`config.mk`:
```
export PLATFORM = sky130hd
export DESIGN_NAME = response_frame_checker_core
export DESIGN_NICKNAME = d
export VERILOG_FILES = /design/src/rtl/core/rfc_pkg.sv /design/src/rtl/core/rfc_in_reg.sv /design/src/rtl/core/rfc_frame_state.sv /design/src/rtl/core/rfc_result_fifo.sv /design/src/rtl/core/response_frame_checker_core.sv
export VERILOG_INCLUDE_DIRS = /design/src /design/src/rtl/core
export SDC_FILE = /design/constraint.sdc
export NUM_CORES = 1
export LEC_CHECK = 0
export BUFFER_PORTS_ARGS = -buffer_cell sky130_fd_sc_hd__buf_4
export CORE_ASPECT_RATIO = 1.5
export CORE_MARGIN = 4
export CORE_UTILIZATION = 35
export DETAILED_ROUTE_END_ITERATION = 10
export SYNTH_ARGS = -nofsm -noshare
export SYNTH_HDL_FRONTEND = slang
export SYNTH_HIERARCHICAL = 1
export SYNTH_SLANG_ARGS = --single-unit
```
`constraint.sdc`:
```
create_clock -name clk_i -period 14.22 [get_ports clk_i]
set_clock_uncertainty 0.15 [all_clocks]
set_input_delay 0.711 -clock clk_i [delete_from_list [all_inputs] [get_ports clk_i]]
set_output_delay 0.711 -clock clk_i [all_outputs]
set_load 0.05 [all_outputs]
```
`src/rtl/core/response_frame_checker_core_assert.svh`:
```
// Assertion macros shared by the response frame checker RTL.
`ifndef RESPONSE_FRAME_CHECKER_CORE_ASSERT_SVH
`define RESPONSE_FRAME_CHECKER_CORE_ASSERT_SVH

// Same-cycle implication, disabled while reset is asserted.
`define RFC_ASSERT_NOW(lbl, ante, cons, msg) \
  lbl: assert property (@(posedge clk_i) disable iff (!rst_ni) (ante) |-> (cons)) \
    else $error(msg);

// Next-cycle implication, disabled while reset is asserted.
`define RFC_ASSERT_NEXT(lbl, ante, cons, msg) \
  lbl: assert property (@(posedge clk_i) disable iff (!rst_ni) (ante) |=> (cons)) \
    else $error(msg);

`endif

```
`src/rtl/core/rfc_pkg.sv`:
```
// Types and constants of the response frame checker.
package rfc_pkg;

  typedef enum logic [2:0] {
    VERDICT_OK       = 3'd0,
    VERDICT_SHORT    = 3'd1,
    VERDICT_MARKER   = 3'd2,
    VERDICT_STATUS   = 3'd3,
    VERDICT_CHECKSUM = 3'd4
  } verdict_e;

  localparam logic [7:0] START_MARK    = 8'hDD;
  localparam logic [7:0] END_MARK      = 8'h77;
  localparam logic [2:0] COUNT_MAX     = 3'd7;
  localparam logic [2:0] MIN_LAST_IDX  = 3'd6;
  localparam logic [2:0] SUM_START_IDX = 3'd5;
  localparam logic [2:0] LAST_HDR_IDX  = 3'd3;

  typedef struct packed {
    logic [7:0] rx_byte;
    logic       frame_end;
  } in_item_t;

  typedef struct packed {
    verdict_e    verdict;
    logic [7:0]  command_byte;
    logic [7:0]  status_byte;
    logic [7:0]  payload_length;
    logic [15:0] received_checksum;
    logic [15:0] computed_checksum;
  } result_t;

endpackage

```
`src/rtl/core/rfc_in_reg.sv`:
```
// Input register stage holding one received byte item.
module rfc_in_reg
  import rfc_pkg::*;
(
  input  logic     clk_i,
  input  logic     rst_ni,
  input  logic     in_valid_i,
  output logic     in_ready_o,
  input  in_item_t in_item_i,
  input  logic     take_i,
  output logic     item_valid_o,
  output in_item_t item_o
);

  logic     vld_q, vld_d;
  in_item_t item_q;

  assign in_ready_o = !vld_q || take_i;
  assign vld_d      = in_ready_o ? in_valid_i : vld_q;

  always_ff @(posedge clk_i or negedge rst_ni) begin
    if (!rst_ni) begin
      vld_q <= 1'b0;
    end else begin
      vld_q <= vld_d;
    end
  end

  always_ff @(posedge clk_i) begin
    if (in_ready_o && in_valid_i) begin
      item_q <= in_item_i;
    end
  end

  assign item_valid_o = vld_q;
  assign item_o       = item_q;

endmodule

```
`src/rtl/core/rfc_frame_state.sv`:
```
// Per-frame state, running checksum and verdict logic.
module rfc_frame_state
  import rfc_pkg::*;
(
  input  logic     clk_i,
  input  logic     rst_ni,
  input  logic     step_i,
  input  in_item_t item_i,
  output result_t  result_o
);

  logic [2:0]       count_q, count_d;
  logic [7:0]       first_q, first_d;
  logic [2:0][7:0]  hdr_q, hdr_d;
  logic [15:0]      sum_q, sum_d;
  logic [2:0][7:0]  tail_q, tail_d;
  logic [1:0]       hdr_idx;
  logic [15:0]      rx_sum;
  logic [15:0]      calc_sum;
  logic             short_frame;
  verdict_e         verdict;

  assign hdr_idx = count_q[1:0] - 2'd1;

  always_comb begin
    first_d = first_q;
    hdr_d   = hdr_q;
    if (count_q == 3'd0) begin
      first_d = item_i.rx_byte;
    end else if (count_q <= LAST_HDR_IDX) begin
      hdr_d[hdr_idx] = item_i.rx_byte;
    end
    sum_d = sum_q;
    if (count_q >= SUM_START_IDX) begin
      sum_d = sum_q + {8'h00, tail_q[2]};
    end
    tail_d  = {tail_q[1], tail_q[0], item_i.rx_byte};
    count_d = (count_q == COUNT_MAX) ? count_q : count_q + 3'd1;
  end

  assign short_frame = count_q < MIN_LAST_IDX;
  assign rx_sum      = {tail_q[1], tail_q[0]};
  assign calc_sum    = 16'h0000 - sum_d;

  always_comb begin
    priority if (short_frame) begin
      verdict = VERDICT_SHORT;
    end else if (first_d != START_MARK || item_i.rx_byte != END_MARK) begin
      verdict = VERDICT_MARKER;
    end else if (hdr_d[1] != 8'h00) begin
      verdict = VERDICT_STATUS;
    end else if (rx_sum != calc_sum) begin
      verdict = VERDICT_CHECKSUM;
    end else begin
      verdict = VERDICT_OK;
    end
  end

  always_comb begin
    result_o.verdict           = verdict;
    result_o.command_byte      = hdr_d[0];
    result_o.status_byte       = hdr_d[1];
    result_o.payload_length    = hdr_d[2];
    result_o.received_checksum = short_frame ? 16'h0000 : rx_sum;
    result_o.computed_checksum = short_frame ? 16'h0000 : calc_sum;
  end

  always_ff @(posedge clk_i or negedge rst_ni) begin
    if (!rst_ni) begin
      count_q <= '0;
      first_q <= '0;
      hdr_q   <= '0;
      sum_q   <= '0;
      tail_q  <= '0;
    end else if (step_i) begin
      if (item_i.frame_end) begin
        count_q <= '0;
        first_q <= '0;
        hdr_q   <= '0;
        sum_q   <= '0;
        tail_q  <= '0;
      end else begin
        count_q <= count_d;
        first_q <= first_d;
        hdr_q   <= hdr_d;
        sum_q   <= sum_d;
        tail_q  <= tail_d;
      end
    end
  end

  `include "response_frame_checker_core_assert.svh"

  `RFC_ASSERT_NEXT(a_clear_after_end, step_i && item_i.frame_end, count_q == 3'd0 && sum_q == 16'h0000, "Frame state not cleared after the final byte.")
  `RFC_ASSERT_NOW(a_sum_idle_early, count_q < 3'd6, sum_q == 16'h0000, "Checksum accumulated before the first counted byte left the delay line.")

endmodule

```
`src/rtl/core/rfc_result_fifo.sv`:
```
// Two-entry result buffer between the verdict logic and the output channel.
module rfc_result_fifo
  import rfc_pkg::*;
(
  input  logic    clk_i,
  input  logic    rst_ni,
  input  logic    push_i,
  input  result_t data_i,
  output logic    full_o,
  output logic    out_valid_o,
  input  logic    out_ready_i,
  output result_t data_o
);

  result_t    mem_q [2];
  logic       wr_ptr_q, rd_ptr_q;
  logic [1:0] cnt_q, cnt_d;
  logic       pop;

  assign full_o      = cnt_q == 2'd2;
  assign out_valid_o = cnt_q != 2'd0;
  assign pop         = out_valid_o && out_ready_i;
  assign data_o      = mem_q[rd_ptr_q];

  always_comb begin
    cnt_d = cnt_q;
    if (push_i && !pop) begin
      cnt_d = cnt_q + 2'd1;
    end else if (pop && !push_i) begin
      cnt_d = cnt_q - 2'd1;
    end
  end

  always_ff @(posedge clk_i or negedge rst_ni) begin
    if (!rst_ni) begin
      wr_ptr_q <= 1'b0;
      rd_ptr_q <= 1'b0;
      cnt_q    <= '0;
    end else begin
      cnt_q <= cnt_d;
      if (push_i) begin
        wr_ptr_q <= !wr_ptr_q;
      end
      if (pop) begin
        rd_ptr_q <= !rd_ptr_q;
      end
    end
  end

  always_ff @(posedge clk_i) begin
    if (push_i) begin
      mem_q[wr_ptr_q] <= data_i;
    end
  end

  `include "response_frame_checker_core_assert.svh"

  `RFC_ASSERT_NOW(a_no_push_full, push_i, !full_o, "Result pushed into a full buffer.")
  `RFC_ASSERT_NOW(a_count_range, 1'b1, cnt_q <= 2'd2, "Result buffer count out of range.")
  `RFC_ASSERT_NEXT(a_count_grow, push_i && !pop, cnt_q == $past(cnt_q) + 2'd1, "Result buffer count did not grow on a push.")

endmodule

```
`src/rtl/core/response_frame_checker_core.sv`:
```
// The final byte item passes the input register and its verdict passes the result buffer before it is offered.
// Throughput: one byte item per cycle, except while a final byte item waits for space in a full result buffer.
// A two-entry result buffer keeps input flowing while a verdict waits at the output.
// Reset: rst_ni is asynchronous and active low; it clears all frame state and the buffer.
// Top level of the response frame checker.
module response_frame_checker_core
  import rfc_pkg::*;
(
  input  logic        clk_i,
  input  logic        rst_ni,
  input  logic        in_valid_i,
  output logic        in_ready_o,
  input  logic [7:0]  rx_byte_i,
  input  logic        frame_end_i,
  output logic        out_valid_o,
  input  logic        out_ready_i,
  output logic [2:0]  verdict_o,
  output logic [7:0]  command_byte_o,
  output logic [7:0]  status_byte_o,
  output logic [7:0]  payload_length_o,
  output logic [15:0] received_checksum_o,
  output logic [15:0] computed_checksum_o
);

  in_item_t in_item;
  in_item_t item;
  logic     item_valid;
  logic     take;
  logic     fifo_full;
  result_t  result;
  result_t  out_data;

  assign in_item.rx_byte   = rx_byte_i;
  assign in_item.frame_end = frame_end_i;

  assign take = item_valid && (!item.frame_end || !fifo_full);

  rfc_in_reg u_in_reg (
    .clk_i        (clk_i),
    .rst_ni       (rst_ni),
    .in_valid_i   (in_valid_i),
    .in_ready_o   (in_ready_o),
    .in_item_i    (in_item),
    .take_i       (take),
    .item_valid_o (item_valid),
    .item_o       (item)
  );

  rfc_frame_state u_frame_state (
    .clk_i    (clk_i),
    .rst_ni   (rst_ni),
    .step_i   (take),
    .item_i   (item),
    .result_o (result)
  );

  rfc_result_fifo u_result_fifo (
    .clk_i       (clk_i),
    .rst_ni      (rst_ni),
    .push_i      (take && item.frame_end),
    .data_i      (result),
    .full_o      (fifo_full),
    .out_valid_o (out_valid_o),
    .out_ready_i (out_ready_i),
    .data_o      (out_data)
  );

  assign verdict_o           = out_data.verdict;
  assign command_byte_o      = out_data.command_byte;
  assign status_byte_o       = out_data.status_byte;
  assign payload_length_o    = out_data.payload_length;
  assign received_checksum_o = out_data.received_checksum;
  assign computed_checksum_o = out_data.computed_checksum;

endmodule
```
; ---- Word-level counts from Yosys, hierarchy flattened
; Memory sizes are Yosys's and may differ from the RTL's.
; Cells that the tools add are included.
[totals]
register_bits = 89
latchBits = 0
ram_bits = 118
romBits = 0
input_bits = 13
out_inout_bits = 61
elab_cells = 78
n_memories = 1
[mem_list]
columns = name, words, width, rd, rd_ports_with_merged_regs, write_ports, line
row1 = u_result_fifo.mem_q, 2, 59, 1, 0, 1, rfc_result_fifo.sv:15  ; result_t mem_q [2];
[op_classes]
add_sub_neg = 6
n_mul = 0
div = 0
magnitude_cmp = 5
n_eq_ne = 6
shift = 0
n_mux = 23
n_bitwise = 0
n_reduce_logical = 22
[op_table]
columns = cell, n
row1 = 2-to-1 mux 24 bit, 4
row2 = 2-to-1 mux 16 bit, 4
row3 = bitwise mux 24 bit, 1
row4 = 2-to-1 mux 8 bit, 3
row5 = 2-to-1 mux 3 bit, 6
row6 = adder 16 x 8 -> 16 bit, 1
row7 = demux 8 bit (select 2 bit), 1
row8 = inequality test 16 bit, 1
row9 = subtractor 1 x 16 -> 16 bit (first input constant), 1
row10 = inequality test 8 x 7 -> 1 bit (second input constant), 1
row11 = inequality test 8 bit (second input constant), 1
row12 = nonzero test 8 bit, 1
row13 = logical AND 1 bit, 7
row14 = zero test 1 bit, 7
row15 = 2-to-1 mux 2 bit, 2
row16 = nonzero test 2 bit, 2
row17 = subtractor 2 x 1 -> 2 bit (second input constant), 2
row18 = adder 3 x 1 -> 3 bit (second input constant), 1
row19 = equality test 3 bit (second input constant), 1
row20 = greater-or-equal comparator 3 bit (second input constant), 1
row21 = <= comparator 3 x 2 -> 1 bit (second input constant), 1
row22 = zero test 3 bit, 1
row23 = logical OR 1 bit, 3
row24 = less-than comparator 2 x 3 -> 1 bit (second input constant), 1
row25 = 7 further kinds, 8

; ---- Depth between registers and ports, before layout
[depth]
word_depth = 12
depth_mapped = 17
depth_no_buf = 14

; ---- Cells and area by module
; The synthesis kept the hierarchy.
[by_module_without_submodules]
columns = module, n_inst, cells_each, area_per_inst_um2, seq_area_each_um2
row1 = rfc_frame_state, 1, 515, 4868.4, 1876.8
row2 = rfc_result_fifo, 1, 200, 4749.6, 3643.5
row3 = rfc_in_reg, 1, 13, 324.1, 295.3
row4 = response_frame_checker_core, 1, 2, 16.3, 0.0

; ---- Worst setup path before layout
; OpenSTA, ideal clock, no wires.
[synth_path]
path_kind = reg-to-reg
from = register u_frame_state.count_q[1]
to = memory u_result_fifo/mem_q[0][58] in the netlist's numbering (data pin)
setup_time_ps = 273
t_arrival_ps = 4380
required_ps = 13797
slack_ps = 9417
stages_incl_launch_ff = 18
path_cell_list = dfrtp_1 > buf_2 > inv_1 > ha_1 > o31ai_2 > buf_2 > buf_1 > mux2i_1 > ha_1 > nand2_1 > a211o_2 > a211oi_1 > xnor2_1 > xnor2_1 > or4_1 > or4_1 > nor4_2 > a21oi_1
[synth_lines]
columns = element, line
row1 = start: declaration, rfc_frame_state.sv:12  ; logic [2:0] count_q, count_d;
row2 = start signal: assignment, rfc_frame_state.sv:83  ; count_q <= count_d;
row3 = end: declaration, rfc_result_fifo.sv:15

==> impl_metrics.ini <==
[detailed_routing]
drt_first_iter_violations = 362
routed-via-count = 6063
wl_um = 22000
final_antenna_violating_net_count = 0
via_per_inst = 5.20
avgRoutedWirePerCell_um = 18.8
route.detailed.drc = 0
firstDrtPassIters = 5

[layout]
final_common_cell = sky130_fd_sc_hd__edfxtp_1
area_delta_synth_final_pct = 15.0
n_fill_cell = 2621
mostFrequentLayoutCells = sky130_fd_sc_hd__edfxtp_1, sky130_fd_sc_hd__buf_4, sky130_fd_sc_hd__dfrtp_1, sky130_fd_sc_hd__mux2_4, sky130_fd_sc_hd__nor2_1
fin_nets = 835
final_cell_count_no_fill = 1167
num_antenna_cells = 0
drive_gt1_share_pct = 25.3

[sta]
rsz0062_at_grt = false
slew_headroom_pct = 28.9
max_freq_mhz = 201
finalWorstPathRequiredPeriod_ps = 4960
post-route-period-util_pct = 34.9
fin_setup_tns_ps = 0
slew_viol_final = 0
timing_worst_slew_pin_value_ps = 1060
setup_ws_ps = 9260
report.final.hold_viol_count = 0
count_of_endpoints_failing_setup_in_the_final_report = 0

[global_routing]
gr-usage-all-layers_pct = 13.6
overflow = 0
grt_max_degree = 69
grt_pass1_wl_um = 34300
initial_antenna_violation_count = 0
via_count_of_the_first_global_routing_pass = 6062

[logic_synthesis]
synthFlopType = sky130_fd_sc_hd__edfxtp_1
synthesis.nets = 760
synth-warning-count = 6
ys_ff_latch = 207
synthesis.area_per_instance_um2 = 13.6
post_synth_num_cell_types = 72
synth_async_sr_flop_share_pct = 38.6
yosysSeqAreaShare_pct = 58.4
syn_std_cell_area_um2 = 9960
synth_cells = 730
number_of_synthesized_flops_with_an_enable_pin = 127

[clocking]
cts_buffer_depth = 3
clk-insertion-delay-late_ps = 510
ctsHoldBuffers = 1
cts.repair_timing.setup_buffer_count = 0
cts_num_sinks = 207
cts-resized-gates = 0
clkSlewWorstSetupHoldPaths_ps = 60
ctsRootBufferMaster = sky130_fd_sc_hd__clkbuf_16
tritoncts.num_buffers = 22
tritoncts = built
cts-htree-levels = 1

[flow_run]
drv_cap = 0

[setup_path]
setup.worst_path.end_class = flip-flop
worst_path_dominant_cell_family = simple AND/OR/NAND/NOR gates
cell_depth_of_the_worst_flop_to_flop_path = 15
cp_num_cells = 15
timing_worst_setup_path_type = flip-flop to flip-flop
critical_path.slowest_cell = sky130_fd_sc_hd__dfrtp_1
timing.critical_path.buf_inv = 2
critical_path.max_fanout = 23
worst_path_largest_cell_delay_ps = 550
crit_required_ps = 14310
startpoint_type_of_the_worst_setup_path = flip-flop
path_cells = inv_1 -> ha_1 -> o31ai_2 -> buf_4 -> mux2i_1 -> ha_1 -> nand2_1 -> a211o_2 -> a211oi_1 -> xnor2_1 -> xnor2_1 -> or4_1 -> or4_1 -> nor4_2 -> a21oi_1
critPathArrivalTime_ps = 5060

[floorplanning]
die-width_um = 146
top_level_ports = 74
floorplan.rows = 75
die_area_um2 = 31300
die_height_um = 215
initial_core_util_pct = 35.5
placeableCoreArea_um2 = 28100

[placement]
pre_cts_ws_ps = 9260
buffer_ports.inserted = 73
routabilityCongestion = 0.880
dp.cells = 1126
dpl.hpwl_um = 15000

[min_path]
min_path_cells = 1
timing.hold.worst.class = primary input to flip-flop

[outcome]
run_status = completed

[power_and_ir_drop]
leakage_nw = 4.78
power-per-cell-area_nw_per_um2 = 215
ir_worst_vdd_mv = 0.137
[path summary, 6_finish.rpt]
check                                                startpoint                              endpoint  slack (ps)
max in group asynchronous                                rst_ni   u_frame_state/rx_sum[4]$_DFFE_PN0P_       12340
min in group asynchronous                                rst_ni    u_frame_state/hdr_q[4]$_DFFE_PN0P_         450
setup reg to reg           u_frame_state/count_q[1]$_DFFE_PN0P_  u_result_fifo/mem_q[0][58]$_DFFE_PP_        9260
hold reg to reg              u_result_fifo/cnt_q[1]$_DFFE_PN0P_    u_result_fifo/cnt_q[1]$_DFFE_PN0P_         330
hold / removal                                     rx_byte_i[6]          u_in_reg/item_o[7]$_DFFE_PP_         230
setup / recovery           u_frame_state/count_q[1]$_DFFE_PN0P_  u_result_fifo/mem_q[0][58]$_DFFE_PP_        9260
[stage by stage]
step / power, mW / hold slack, ps / util, % / cell area [um2]
2_1_floorplan: 1.73 / 265 / - / 9960
3_5_place_dp: 1.97 / 323 / 38.5 / 10800
4_1_cts: 2.49 / 208 / 40.8 / 11400
5_1_grt: 2.59 / 205 / 40.8 / 11400
6_report: 2.46 / 227 / 40.8 / 11400
3_3_place_gp: 1.96 / 318 / 38.5 / 10800
[state kept, by name (all words and copies together), names as in the netlist]
| name | cells |
|---|---|
| u_frame_state/first_q | 8 |
| u_result_fifo/cnt_q | 2 |
| u_frame_state/tail_q | 8 |
| u_frame_state/rx_sum | 16 |
| u_frame_state/sum_q | 16 |
| u_result_fifo/rd_ptr_q | 1 |
| u_in_reg/item_o | 9 |
| u_result_fifo/wr_ptr_q | 1 |
| u_frame_state/hdr_q | 24 |
| u_frame_state/count_q | 3 |
| u_result_fifo/mem_q | 118 |
| u_in_reg/item_valid_o | 1 |
[kinds of logic (layout without fill, tap and decap cells)]
| logic type | after synthesis | in the layout | share of synthesized area [%] |
|---|---|---|---|
| AOI/OAI and AO/OA | 142 | 142 | 11.0 |
| xor gates and xnor gates | 41 | 41 | 3.96 |
| adders and majority gates | 17 | 17 | 2.21 |
| buffers and inverters | 65 | 156 | 3.56 |
| DFF | 207 | 207 | 58.4 |
| muxes | 88 | 88 | 12.0 |
| and+or+nand+nor | 170 | 170 | 8.87 |
[per-layer routing]
layer  vias up  part of all wire (%)  GRT usage (%)
li1       2893                     -              -
met2       135                    53           24.8
met1      2998                    40           16.2
met5         -                     0              0
met4         0                   2.9           4.72
met3        37                   4.2           2.14
[Yosys cell counts (6+ instances only)]
cell type | number | area [um2]
sky130_fd_sc_hd__and2_1 | 6 | 37.5
sky130_fd_sc_hd__a22o_1 | 24 | 210
sky130_fd_sc_hd__o21ai_0 | 26 | 130
sky130_fd_sc_hd__nor2_1 | 48 | 180
sky130_fd_sc_hd__mux2_2 | 17 | 191
sky130_fd_sc_hd__a21oi_1 | 14 | 70.1
sky130_fd_sc_hd__buf_12 | 6 | 120
sky130_fd_sc_hd__or3_1 | 10 | 62.6
sky130_fd_sc_hd__dfrtp_1 | 80 | 2000
sky130_fd_sc_hd__edfxtp_1 | 127 | 3810
sky130_fd_sc_hd__inv_1 | 33 | 124
sky130_fd_sc_hd__o2bb2ai_1 | 25 | 219
sky130_fd_sc_hd__nand2_1 | 34 | 128
sky130_fd_sc_hd__nand3_1 | 10 | 50.1
sky130_fd_sc_hd__o31ai_1 | 10 | 75.1
sky130_fd_sc_hd__xor2_1 | 12 | 105
sky130_fd_sc_hd__mux2i_1 | 12 | 120
sky130_fd_sc_hd__nand3b_1 | 8 | 60.1
sky130_fd_sc_hd__clkbuf_1 | 18 | 67.6
sky130_fd_sc_hd__mux2_4 | 59 | 886
sky130_fd_sc_hd__nor3_1 | 13 | 65.1
sky130_fd_sc_hd__xnor2_1 | 26 | 228
sky130_fd_sc_hd__ha_1 | 16 | 200
[area by class of cell]
class / count / area, um2 / share of cell area, %
sequential: 207 / 5820 / 50.8
multi-input combinational: 458 / 3800 / 33.2
timing repair buffer: 83 / 626 / 5.46
clock buffer: 26 / 566 / 4.94
tap: 346 / 433 / 3.78
inverter: 33 / 124 / 1.08
clock inverter: 14 / 81.3 / 0.710
[worst register-to-register path: cells and delay by family, from the launching register on]
family	cells	cell delay, ps
and+or+nand+nor	4	1270
AOI/OAI and AO/OA	4	990
adders and majority gates	2	570
DFF	1	550
buffers and inverters	2	440
muxes	1	430
xor gates and xnor gates	2	310
[where the power goes]
part	switching, mW	internal [mW]
Combinational	0.656	0.409
Sequential	0.0889	0.791
Clock	0.230	0.285
Total	0.975	1.49
(Power assumes the default switching activity.)
